### config.mk
export PLATFORM = sky130hd
export DESIGN_NAME = i128_queue
export DESIGN_NICKNAME = d
export VERILOG_FILES = /design/src/sv/i128_pkg.sv /design/src/sv/i128_queue.sv
export SDC_FILE = /design/constraint.sdc
export NUM_CORES = 1
export LEC_CHECK = 0
export ABC_AREA = 1
export BUFFER_PORTS_ARGS = -buffer_cell sky130_fd_sc_hd__buf_2
export CAP_MARGIN = 40
export CORE_ASPECT_RATIO = 0.5
export CORE_MARGIN = 1.5
export CORE_UTILIZATION = 48
export CTS_CLUSTER_SIZE = 12
export DETAILED_ROUTE_END_ITERATION = 10
export GPL_ROUTABILITY_DRIVEN = 0
export PLACE_DENSITY = 0.65
export RECOVER_POWER = 25
export SLEW_MARGIN = 20
export SYNTH_ARGS = -nofsm -noshare
export SYNTH_HDL_FRONTEND = slang
export SYNTH_SLANG_ARGS = --single-unit
### constraint.sdc
create_clock -name i_clk -period 58.1 [get_ports i_clk]
set_clock_uncertainty 0.15 [all_clocks]
set_input_delay 5.81 -clock i_clk [delete_from_list [all_inputs] [get_ports i_clk]]
set_output_delay 5.81 -clock i_clk [all_outputs]
set_load 0.005 [all_outputs]
### src/sv/i128_pkg.sv
// Shared types, op codes and widths for the 128-bit ALU.
package i128_pkg;

    localparam int unsigned WordBitsDef = 128;
    localparam int unsigned HalfBits    = 64;
    localparam int unsigned FullBits    = 128;
    localparam int unsigned ShBits      = 7;
    localparam int unsigned QueueDepth  = 4;

    typedef enum logic [4:0] {
        OP_ADD = 5'd0,  OP_SUB = 5'd1,  OP_AND = 5'd2,  OP_OR  = 5'd3,
        OP_XOR = 5'd4,  OP_NOT = 5'd5,  OP_SHL = 5'd6,  OP_SAR = 5'd7,
        OP_ROL = 5'd8,  OP_ROR = 5'd9,  OP_MUL = 5'd10, OP_DIV = 5'd11,
        OP_LT  = 5'd12, OP_EQ  = 5'd13, OP_GT  = 5'd14, OP_LE  = 5'd15,
        OP_GE  = 5'd16
    } t_op;

    // Work class chosen by the front end
    typedef enum logic [1:0] {
        CL_FAST = 2'd0,
        CL_MUL  = 2'd1,
        CL_DIV  = 2'd2
    } t_class;

    typedef enum logic [1:0] {
        ST_IDLE = 2'd0,
        ST_MUL  = 2'd1,
        ST_DIV  = 2'd2,
        ST_DONE = 2'd3
    } t_state;

    // Result of one item
    typedef struct packed {
        logic [FullBits-1:0] res;
        logic                cmp;
        logic                derr;
    } t_res;

    // Classified item passed from front to back
    typedef struct packed {
        t_class              cls;
        logic [FullBits-1:0] a;
        logic [FullBits-1:0] b;
        logic                neg_q;
        t_res                fast;
    } t_job;

endpackage

### src/sv/i128_queue.sv
// Short FIFO of classified items between front and back.
module i128_queue #(
    parameter int unsigned DEPTH = i128_pkg::QueueDepth
) (
    input  logic           i_clk,
    input  logic           i_rst_n,
    input  logic           i_valid,
    output logic           o_stall,
    input  i128_pkg::t_job i_job,
    output logic           o_valid,
    input  logic           i_stall,
    output i128_pkg::t_job o_job
);
    localparam int unsigned AW = (DEPTH > 1) ? $clog2(DEPTH) : 1;

    i128_pkg::t_job r_mem [DEPTH];
    logic [AW-1:0]  r_wp, r_rp;
    logic [AW:0]    r_cnt;
    logic           push, pop;

    assign o_stall = (r_cnt == (AW+1)'(DEPTH));
    assign o_valid = (r_cnt != '0);
    assign o_job   = r_mem[r_rp];
    assign push    = i_valid && !o_stall;
    assign pop     = o_valid && !i_stall;

    always_ff @(posedge i_clk) begin
        if (!i_rst_n) begin
            r_wp  <= '0;
            r_rp  <= '0;
            r_cnt <= '0;
        end else begin
            if (push) begin
                r_wp <= (r_wp == AW'(DEPTH-1)) ? '0 : r_wp + AW'(1);
            end
            if (pop) begin
                r_rp <= (r_rp == AW'(DEPTH-1)) ? '0 : r_rp + AW'(1);
            end
            r_cnt <= r_cnt + (AW+1)'(push) - (AW+1)'(pop);
        end
        if (push) begin
            r_mem[r_wp] <= i_job;
        end
    end
endmodule

# --- After elaboration in Yosys (flattened, before gate mapping) ---
# Memory sizes are Yosys's and may differ from the RTL's. A register that Yosys moved wholly into a read port is not among the register bits.
# Index checks and enable logic that the tools add are counted.
op_classes:
  reduce_logical: 5
  n_addsub: 4
  mux: 6
  eq_ne: 3
ops:
  columns: ["cell", "count"]
  rows:
  - ["$mux 2", 4]
  - ["$add 2x1->2 const B", 2]
  - ["$eq 2x2->1 const B", 2]
  - ["$add 3x1->3", 1]
  - ["$eq 3x3->1 const B", 1]
  - ["$reduce_bool 3->1", 1]
  - ["$sub 3x1->3", 1]
  - ["$logic_and 1x1->1", 2]
  - ["$logic_not 1->1", 2]
  - ["$mux 1", 2]
totals:
  mem_bits_rw: 1556
  memories: 1
  reg_bits: 7
  output_inout_bits: 391
mem_list:
  columns: ["memory", "depth", "word_bits", "rd", "rd_ports_with_merged_regs", "wr", "line", "rtl"]
  rows:
  - ["r_mem", 4, 389, 1, 1, 1, "i128_queue.sv:16", "i128_pkg::t_job r_mem [DEPTH];"]

# --- Logic depth before layout (Yosys ltp) ---
depth:
  depth_word: 5
  depth_mapped: 10
  mapped_depth_nobuf: 10

# --- Least setup slack after synthesis ---
# Ideal clock, no wire load.
synth_timing:
  kind: "input to register"
  from: "input port i_valid"
  to: "memory r_mem[0][0] (netlist bit), enable pin"
  cell_stages: 2
  path_buffers: 0
  slack_ns: 34.779
  t_required_ns: 56.800
  setup_ns: 1.150
  arrival_ns: 22.021
  cell_sequence: "nand2_1 > nor2_1"
synth_via:
  elab_chain_cells: 3
synth_rtl:
  columns: ["element", "line", "rtl"]
  rows:
  - ["from (decl)", "i128_queue.sv:7", "input logic i_valid,"]
  - ["$logic_and 1x1->1", "i128_queue.sv:24", "assign push = i_valid && !o_stall;"]
  - ["$mux 1", "i128_queue.sv:41", "if (push) begin"]
  - ["$mux 1 (implied by the code)", "i128_queue.sv:42", "r_mem[r_wp] <= i_job;"]
  - ["to (decl)", "i128_queue.sv:16", null]
# Every way passes these cells.

==> summary.txt <==
Floorplanning
  – Die Height: between 200 and 250 µm
  – Die area: 123000 µm²
  – Initial core utilization: 48.7%
  – Die X: 494 µm
  – Core Box Area: 119000 µm²
  – FP Rows: between 80 and 90
  – Top-Level Pins: 784

Synth
  – Register bit count reported by yosys: 1565
  – Mapped Cells: ~3800
  – Mapped Area: around 58000 µm²
  – Sequential fraction of the synthesis area: 81.1%
  – Library cells used by synthesis: 19
  – YS warnings: 0
  – Area contributors post-synth: edfxtp_1, o21ai_0, nor2_1, o22ai_1, clkbuf_1
  – Leading area contributor after synthesis: edfxtp_1
  – Post-synthesis area per instance: 15.1 µm²
  – Post-Syn Nets: around 4200
  – Share of the synthesized area in the top cell type: 80.8%

Critical path
  – Peak fanout along the critical path: 219
  – Worst Setup Path Type: reg2out
  – Crit path DAT: roughly 4.6 ns
  – Critical Path Start Type: flip-flop
  – Crit path required time: 52.14 ns
  – Crit. End Element: primary output

Cells and area
  – Multi-input combinational cell area: about 9500 µm²
  – Final net count: 4981
  – Fill cells: approximately 9400
  – Post-layout util: 56.7%
  – Sequential cell area: 46900 µm²
  – Commonest non-fill, non-tap cells in the layout: edfxtp_1, nor2_1, o21ai_0, buf_2, o22ai_1
  – Area Growth Syn to Fin: 16.3%
  – Number of non-filler instances in the completed layout: 6239
  – Share of layout cells above drive strength 1: 16.6%
  – Most common cell after layout, fill and taps aside: edfxtp_1

GRT
  – First-pass GRT wire length: 214000 µm
  – Initial antenna violation count: 42
  – Total GRT Usage: a little under a quarter
  – Largest net degree at the start of global routing: between 200 and 250
  – Vias in the first global route: ~34000
  – Gr ovfl total: 0

Run
  – Max_cap viols: 0

Power and ir drop
  – Static Leak: 22.5 nW
  – Pwr Total: between 3 and 4 mW
  – Pwr dens: 45.3 nW/µm²
  – VDD IR-drop max: 0.0000322 V

CTS
  – Clock Tree Buf Depth: 3
  – Post_cts resized: 0
  – Clk Latency, worst-skew pair: 0.76 ns
  – Cts hold-fix bufs: 0
  – Clk slew on worst S/H paths: 0.06 ns
  – Root buf cell: clkbuf_16
  – CTS tree: built
  – Setup Buffers After CTS: 0
  – H-tree depth: 4
  – CTS sink count: 1565
  – Total CTS buffers: 150

Timing
  – Setup TNS: 0 ns
  – RSZ-0062 raised after global routing: no
  – Slew at the pin closest to its max-slew limit: 1.17 ns
  – Hold Fails Final Rpt: 0
  – Fmax: between 0.09 and 0.1 GHz
  – Max_slew headroom: 22.0%
  – Min Hold Slack: about 0.39 ns
  – Period utilization: 18.2%
  – Slew Limit Fails: 0
  – Post-layout min period: 10.59 ns
  – Final setup viols: 0

Run status
  – Status: finished clean

Drt
  – Post-route ant nets: 0
  – Total wire length: about 150000 µm
  – Vias per cell: 5.64
  – DR vias: between 30000 and 40000
  – Initial DRC count: 2962
  – Pre-antenna DRT Iters: 5
  – Residual DRC: 0
  – Routed len/inst: 23.5 µm

Placement
  – Placed cells: between 6000 and 7000
  – HPWL after DPL: 88100 µm
  – Number of port buffers: 783

Worst hold path
  – Hold Crit Class: reg2reg
==> cells by family (layout without fill, tap and decap cells) <==
logic type	count (synthesis)	count (layout)	synth area share (%)
fa+ha+maj	8	8	0.186
buf+inv	279	1060	2.50
compound gates	1174	1174	11.0
simple gates	806	806	5.24
flops	1565	1565	81.1
other cells	0	34	0
==> metrics by stage <==
step | worst slack, ns | instance area [µm²]
6_report | 47.51 | 67300
5_1_grt | 47.34 | 67300
4_1_cts | 47.40 | 67500
3_5_place_dp | 48.23 | 63400
3_3_place_gp | 48.10 | 62800
2_1_floorplan | 34.78 | 57900
==> sequential cells by signal (all words and copies together) (netlist names), named ones only <==
| register | cells |
|---|---|
| r_wp | 2 |
| r_mem | 1556 |
| r_rp | 2 |
| r_cnt | 3 |
==> worst max-delay path: stages (launching register included) <==
cell	delay, ns
dfxtp_4	0.65
buf_12	0.70
buf_4	0.32
buf_16	0.29
buf_4	0.51
buf_16	0.34
o21ai_0	0.14
o22ai_1	0.38
buf_2	0.19
==> final cells by class <==
cell class	count	share of cell area (%)
sequential	1565	69.7
inverter	20	0.134
tap	1592	2.96
timing repair buffer	855	6.92
clock inverter	15	0.255
clock buffer	170	5.75
multi-input combinational	1988	14.2
antenna	34	0.126
==> routing by layer <==
layer,GRT usage (%),routed length [µm]
met1,27.3,54400
met3,3.63,6650
met5,0,13
met2,41.0,77900
met4,12.8,7430
==> Yosys cell counts <==
cell,number
o21ai_0,778
buf_2,51
inv_2,1
nand2_1,13
buf_4,26
edfxtp_1,1556
a21oi_1,5
inv_1,19
ha_1,7
buf_6,29
buf_8,2
clkbuf_1,151
o21ai_1,1
nand3_1,4
o22ai_1,389
fa_1,1
a21boi_0,1
dfxtp_1,9
nor2_1,789
==> power by group <==
part           switching, mW  internal (mW)
registers             0.0280           1.38
logic                  0.529          0.254
clock network          0.392          0.472
total                  0.949           2.10
==> path summary, 6_finish.rpt <==
path              startpoint            end  slack [ns]  depth (start not counted)
hold / removal       r_rp[0]      flip-flop        0.39                          2
setup reg to reg    r_cnt[1]  r_mem[3][182]       53.97                          7
setup / recovery   flip-flop     o_job[141]       47.51                          8
hold reg to reg      r_rp[0]      flip-flop        0.39                          2
(Power assumes the default switching activity.)
