<file path="src/sv/i128_pkg.sv">
// Shared types, op codes and widths for the 128-bit ALU.
package i128_pkg;

    localparam int unsigned WordBitsDef = 128;
    localparam int unsigned HalfBits    = 64;
    localparam int unsigned FullBits    = 128;
    localparam int unsigned ShBits      = 7;
    localparam int unsigned QueueDepth  = 4;

    typedef enum logic [4:0] {
        OP_ADD = 5'd0,  OP_SUB = 5'd1,  OP_AND = 5'd2,  OP_OR  = 5'd3,
        OP_XOR = 5'd4,  OP_NOT = 5'd5,  OP_SHL = 5'd6,  OP_SAR = 5'd7,
        OP_ROL = 5'd8,  OP_ROR = 5'd9,  OP_MUL = 5'd10, OP_DIV = 5'd11,
        OP_LT  = 5'd12, OP_EQ  = 5'd13, OP_GT  = 5'd14, OP_LE  = 5'd15,
        OP_GE  = 5'd16
    } t_op;

    // Work class chosen by the front end
    typedef enum logic [1:0] {
        CL_FAST = 2'd0,
        CL_MUL  = 2'd1,
        CL_DIV  = 2'd2
    } t_class;

    typedef enum logic [1:0] {
        ST_IDLE = 2'd0,
        ST_MUL  = 2'd1,
        ST_DIV  = 2'd2,
        ST_DONE = 2'd3
    } t_state;

    // Result of one item
    typedef struct packed {
        logic [FullBits-1:0] res;
        logic                cmp;
        logic                derr;
    } t_res;

    // Classified item passed from front to back
    typedef struct packed {
        t_class              cls;
        logic [FullBits-1:0] a;
        logic [FullBits-1:0] b;
        logic                neg_q;
        t_res                fast;
    } t_job;

endpackage

</file>
<file path="src/sv/i128_back.sv">
// Back end: registers fast results; Booth multiply and restoring divide, one bit per cycle.
module i128_back #(
    parameter int unsigned WORD_BITS = i128_pkg::WordBitsDef
) (
    input  logic                          i_clk,
    input  logic                          i_rst_n,
    input  logic                          i_valid,
    output logic                          o_stall,
    input  i128_pkg::t_job                i_job,
    output logic                          o_valid,
    input  logic                          i_stall,
    output i128_pkg::t_res                o_res
);
    localparam int unsigned W  = WORD_BITS;
    localparam int unsigned CW = $clog2(W + 1);

    i128_pkg::t_state r_state, n_state;
    logic [W-1:0]  r_x, r_y, r_acc, r_rem;
    logic          r_prev, r_negq;
    logic [CW-1:0] r_cnt;
    i128_pkg::t_res r_out;
    logic          r_ovalid;

    logic          take, busy_free, out_free;
    logic [W-1:0]  rem_sh, rem_sub, booth;
    logic          fits;

    assign out_free = !r_ovalid || !i_stall;
    assign busy_free = (r_state == i128_pkg::ST_IDLE);
    assign o_stall  = !(busy_free && out_free);
    assign take     = i_valid && !o_stall;

    // Divide step: shift in next dividend bit, subtract when it fits
    assign rem_sh  = {r_rem[W-2:0], r_x[W-1]};
    assign fits    = !r_rem[W-1] && (rem_sh >= r_y) || r_rem[W-1];
    assign rem_sub = rem_sh - r_y;
    // Booth step on multiplier bit pair
    always_comb begin
        unique case ({r_x[0], r_prev})
            2'b10:   booth = r_acc - r_y;
            2'b01:   booth = r_acc + r_y;
            default: booth = r_acc;
        endcase
    end

    always_comb begin
        n_state = r_state;
        unique case (r_state)
            i128_pkg::ST_IDLE: begin
                if (take && i_job.cls == i128_pkg::CL_MUL) begin
                    n_state = i128_pkg::ST_MUL;
                end else if (take && i_job.cls == i128_pkg::CL_DIV) begin
                    n_state = i128_pkg::ST_DIV;
                end
            end
            i128_pkg::ST_MUL, i128_pkg::ST_DIV: begin
                if (r_cnt == CW'(W - 1)) begin
                    n_state = i128_pkg::ST_DONE;
                end
            end
            i128_pkg::ST_DONE: begin
                if (out_free) begin
                    n_state = i128_pkg::ST_IDLE;
                end
            end
            default: n_state = i128_pkg::ST_IDLE;
        endcase
    end

    always_ff @(posedge i_clk) begin
        if (!i_rst_n) begin
            r_state  <= i128_pkg::ST_IDLE;
            r_ovalid <= 1'b0;
        end else begin
            r_state <= n_state;
            if (take && i_job.cls == i128_pkg::CL_FAST) begin
                r_ovalid <= 1'b1;
            end else if (r_state == i128_pkg::ST_DONE && out_free) begin
                r_ovalid <= 1'b1;
            end else if (!i_stall) begin
                r_ovalid <= 1'b0;
            end
        end
        // Operand load
        if (take) begin
            r_x    <= i_job.a[W-1:0];
            r_y    <= i_job.b[W-1:0];
            r_acc  <= '0;
            r_rem  <= '0;
            r_prev <= 1'b0;
            r_negq <= i_job.neg_q;
            r_cnt  <= '0;
            if (i_job.cls == i128_pkg::CL_FAST) begin
                r_out <= i_job.fast;
            end
        end
        // Booth: product low word builds as the multiplicand shifts left
        if (r_state == i128_pkg::ST_MUL) begin
            r_acc  <= booth;
            r_y    <= r_y << 1;
            r_prev <= r_x[0];
            r_x    <= r_x >> 1;
            r_cnt  <= r_cnt + CW'(1);
        end
        if (r_state == i128_pkg::ST_DIV) begin
            r_rem <= fits ? rem_sub : rem_sh;
            r_acc <= {r_acc[W-2:0], fits};
            r_x   <= r_x << 1;
            r_cnt <= r_cnt + CW'(1);
        end
        if (r_state == i128_pkg::ST_DONE && out_free) begin
            r_out.cmp  <= 1'b0;
            r_out.derr <= 1'b0;
            r_out.res  <= i128_pkg::FullBits'(r_negq ? (~r_acc + W'(1)) : r_acc);
        end
    end

    assign o_valid = r_ovalid;
    assign o_res   = r_out;
endmodule
</file>
<file path="config.mk">
export PLATFORM = sky130hd
export DESIGN_NAME = i128_back
export DESIGN_NICKNAME = d
export VERILOG_FILES = /design/src/sv/i128_pkg.sv /design/src/sv/i128_back.sv
export SDC_FILE = /design/constraint.sdc
export NUM_CORES = 2
export LEC_CHECK = 0
export BUFFER_PORTS_ARGS = -buffer_cell sky130_fd_sc_hd__buf_2
export CAP_MARGIN = 30
export CORE_MARGIN = 5
export CORE_UTILIZATION = 35
export CTS_BUF_LIST = sky130_fd_sc_hd__clkbuf_16
export DETAILED_ROUTE_END_ITERATION = 16
export GPL_TIMING_DRIVEN = 1
export PLACE_DENSITY_LB_ADDON = 0.05
export SLEW_MARGIN = 20
export SYNTH_ARGS = -nofsm -noshare
export SYNTH_HDL_FRONTEND = slang
export SYNTH_SLANG_ARGS = --single-unit
</file>
<file path="constraint.sdc">
create_clock -name i_clk -period 13.5 [get_ports i_clk]
set_input_delay 0.675 -clock i_clk [delete_from_list [all_inputs] [get_ports i_clk]]
set_output_delay 0.675 -clock i_clk [all_outputs]
set_load 0.01 [all_outputs]
</file>
After elaboration in Yosys (flattened, before gate mapping):

Cells that the tools add are included.

* register bits: 655
* input port bits: 393
* output and inout bits: 132
* logic and storage cells: 87

* add/sub/neg operators: 5
* magnitude comparators: 1
* eq/ne operators: 13
* mux-type cells: 28
* bitwise logic cells: 1
* reductions and logical operators: 25

Operators by type and width (number)
* $mux 128: 11
* $mux 130: 3
* $pmux 128 s2: 1
* $sub 128x128->128: 2
* $add 128x1->128 const B: 1
* $add 128x128->128: 1
* $ge 128x128->1: 1
* $not 128->128: 1
* $mux 8: 3
* $add 8x1->8 const B: 1
* $eq 2x2->1 const B: 4
* $eq 8x7->1 const B: 1
* $mux 2: 4
* $reduce_bool 2->1: 4
* $logic_and 1x1->1: 7
* $eq 2x1->1 const B: 3
* $ne 3x1->1 const B: 2
* $pmux 2 s3: 1
* $reduce_and 2->1: 3
* $mux 1: 5
* $logic_not 1->1: 4
* $logic_not 2->1: 2
* $ne 2x2->1 const B: 2
* $ne 4x1->1 const B: 1
* 4 further kinds: 5

Depth between registers and ports, before layout:

* depth after elaboration: 8
* mapped depth: 25
* depth with buffers taken out: 23

Least setup slack after synthesis:

OpenSTA, ideal clock, no wires.

* path type: register to register
* start point: reg r_state[1]
* end point: reg r_acc[0] (enable)
* library setup time: 0.669 ns
* arrival time: 7.598 ns
* data required time: 12.831 ns
* setup slack: 5.233 ns
* cell stages (with the launch flop): 8
* buffers on the path: 3
* clock period less this slack: 8.267 ns
* cell sequence: dfxtp_1 > inv_1 > ha_1 > clkbuf_1 > clkbuf_1 > nor2_1 > clkbuf_1 > a22oi_1

* longest elaborated chain between the ends: 5
* elaborated cells on any way between the ends: 8
* those cells by class: eq/ne: 3; reduce/logical: 5

Ends and longest elaborated chain
* start, declared: line i128_back.sv:17 `i128_pkg::t_state r_state, n_state;`
* start signal, assigned: line i128_back.sv:72 `r_state <= i128_pkg::ST_IDLE;`
* start signal, assigned: line i128_back.sv:75 `r_state <= n_state;`
* $logic_not 2->1: line i128_back.sv:29 `assign busy_free = (r_state == i128_pkg::ST_IDLE);`
* $logic_and 1x1->1: line i128_back.sv:30 `assign o_stall = !(busy_free && out_free);`
* $logic_and 1x1->1: line i128_back.sv:31 `assign take = i_valid && !o_stall;`
* $reduce_bool 3->1 (no line)
* $reduce_and 2->1 (no line) *
* end signal, assigned: line i128_back.sv:99 `r_acc <= booth;`
* end signal, assigned: line i128_back.sv:107 `r_acc <= {r_acc[W-2:0], fits};`
* end, declared: line i128_back.sv:18 `logic [W-1:0] r_x, r_y, r_acc, r_rem;`

Every way passes the cells marked *; elsewhere a longest branch is shown, timed or not.
A chain may end at the register's enable or synchronous reset.

Final worst setup path:

* start point: reg r_y[12]
* end point: reg r_acc[114] (data pin)

* longest elaborated chain between the ends: 4
* elaborated cells on any way between the ends: 5
* those cells by class: add/sub: 2; mux: 3

Ends and longest elaborated chain
* start, declared: line i128_back.sv:18
* start signal, assigned: line i128_back.sv:87 `r_y <= i_job.b[W-1:0];`
* start signal, assigned: line i128_back.sv:100 `r_y <= r_y << 1;`
* $add 128x128->128 / $sub 128x128->128 (equally long branches): line i128_back.sv:41, i128_back.sv:40
* $pmux 128 s2 *: line i128_back.sv:39 `unique case ({r_x[0], r_prev})`
* $mux 128 *: line i128_back.sv:98 `if (r_state == i128_pkg::ST_MUL) begin`
* $mux 128 *: line i128_back.sv:105 `if (r_state == i128_pkg::ST_DIV) begin`

Marks and branches as above.

==> flow_summary.json <==
{
  "status": "completed",
  "grt_usage_pct": 25.1,
  "path_clk_slew_ps": 60,
  "grt_pass1_vias": 46800,
  "htree_levels": 3,
  "async_reset_ff_share_pct": 0,
  "start_util_pct": 35.3,
  "period_share_pct": 53.8,
  "syn_area_mm2": 0.0530,
  "core_mm2": 0.150,
  "clk_latency_ps": 720,
  "seq_area_frac_synth_pct": 37.0,
  "viasPerCell": 5.65,
  "drt-wirelength-per-cell_um": 23.9,
  "synth_ff_type": "edfxtp_1",
  "synth_edf_count": 648,
  "syn-num-nets": 7061,
  "rows": 142,
  "gp_congestion": 0.951,
  "fin_worst_skew_ps": 56.9,
  "cts_buffers": 84,
  "num_io_pins": 525,
  "dp_slack_ps": 6340,
  "fin_tns_setup_ps": 0,
  "seqCellArea_mm2": 0.0196,
  "worstSetupStartpointType": "flop",
  "drive_gt1_share_pct": 11.7,
  "cts_setup_buffers": 0,
  "final_antenna_net_count": 0,
  "dieArea_mm2": 0.159,
  "endpoint_kind": "flop",
  "synth_cell_types": 96,
  "mostFrequentLayoutCells": "nand2_1 (1,104), o21ai_0 (767), edfxtp_1 (648)",
  "yosys.area.top_type_share_pct": 36.7,
  "ctsResizeCount": 0,
  "rsz0062_at_grt": "false",
  "finalSetupViolCount": 0,
  "synth.area.top_cells": "edfxtp_1 (37%), nand2_1 (7.9%), o21ai_0 (7.2%), ha_1 (7.0%), a21oi_1 (4.9%)",
  "clock_sinks": 655,
  "die_x_um": 399,
  "setup_slack_ps": 6240,
  "final_common_cell": "nand2_1",
  "period_needed_ps": 7260,
  "syn-instance-count": 6370,
  "synth_area_per_cell_um2": 8.32,
  "hold_violations": 0,
  "die_h_um": 399,
  "arrival_ps": 7710,
  "drcViolationCount": 0,
  "antenna_found_initial": 13,
  "drv_cap": 0,
  "fmax_mhz": 138,
  "dpl.hpwl_mm": 167,
  "cts-root-buf": "clkbuf_16",
  "grt_max_degree": 112,
  "final_core_util_pct": 40.1,
  "fill_cells": 15500,
  "area_growth_pct": 13.6,
  "cts_hold_buffers": 0,
  "synth_seq_cells": 655,
  "ys_warn_count": 0,
  "cts_tree": "built",
  "overflow": 0,
  "multi_input_area_mm2": 0.0312,
  "rrSetupSlack_ps": 6240,
  "dr.pass1.iters": 6,
  "clk_path_buf_depth": 3,
  "final_nets": 7377,
  "grt_pass1_wl_mm": 306,
  "relSlewSlack_pct": 29.5,
  "worst-endpoint-required_ps": 13950,
  "vias": 49600,
  "crit_fanout": 7,
  "worstSetupPathType": "reg2reg",
  "slew_viol_final": 0,
  "holdWs_ps": 151,
  "min_path_cells": 1,
  "portBuffers": 524,
  "worstMarginPinSlew_ps": 1050,
  "yosysTopAreaCell": "edfxtp_1",
  "hold_class": "in2reg",
  "finalWirelength_mm": 209,
  "ff2ff_path_depth": 19,
  "drt_iter0_drc": 4631
}
[cell families (layout without fill, tap and decap cells)]
logic type	count (synthesis)	after routing	synth area share [%]
flops	655	655	37.0
compound gates	1971	1971	22.2
mux	136	136	2.57
other cells	0	4	0
buf+inv	610	995	4.42
xor+xnor	462	462	7.65
simple gates	2238	2238	19.1
fa+ha+maj	298	298	7.07
[layout make-up]
cell class                 instances  area share [%]
multi-input combinational       5105            51.8
sequential                       655            32.6
clock buffer                      84            3.49
tap                             2016            4.19
timing repair buffer             586            5.24
clock inverter                    71            1.12
inverter                         254            1.59
antenna                            4          0.0166
[worst paths after layout]
path | from | endpoint
max | r_y[12] | r_acc[114]
min | i_job[130] | r_negq
max reg2reg | r_y[12] | r_acc[114]
min reg2reg | o_res[1] | o_res[1]
[stage by stage]
stage	instance area, µm²	cells
2_1_floorplan	53000	6370
3_3_place_gp	57300	8607
3_5_place_dp	57300	8612
4_1_cts	60100	8767
5_1_grt	60200	8772
6_report	60200	8775
[cell usage after synthesis (52+ instances only)]
master,count
a21o_1,108
a21oi_1,522
a31oi_1,72
clkbuf_1,322
edfxtp_1,648
ha_1,296
inv_1,253
mux2i_1,135
nand2_1,1110
nand3_1,148
nand4_1,147
nor2_1,391
nor3_1,120
nor4_1,52
o21ai_0,767
o21bai_1,94
o31ai_1,76
or3_1,54
xnor2_1,253
xor2_1,208
[per-layer routing]
metal	global-route usage, %	wire, µm
met5	0	47
met3	3.98	15100
met2	36.0	84900
met1	39.4	106000
met4	4.95	3570
[state kept, by name, indices dropped and copies added, names as in the netlist]
| signal | count |
|---|---|
| o_valid | 1 |
| o_res | 130 |
| r_prev | 1 |
| r_state | 2 |
| r_rem | 128 |
| r_y | 128 |
| r_cnt | 8 |
| r_acc | 128 |
| r_x | 128 |
| r_negq | 1 |
[critical path: stages (launching register included)]
cell and delay, ps:
edfxtp_1 410, or4_1 610, nor4_1 660, nand4_1 380
nor2_1 430, nand3_1 240, nor4_2 510, nand3_1 270
nor4_1 300, nor2_1 90, xnor2_1 430, ha_1 390
a21oi_1 160, o21ai_0 180, a211oi_1 290, a21oi_1 100
a211o_1 410, a211oi_2 650, o21ai_0 170, a221o_1 310
Power is not shown: default switching activity piles up to over one toggle a cycle in this logic, so the estimate is an artifact.
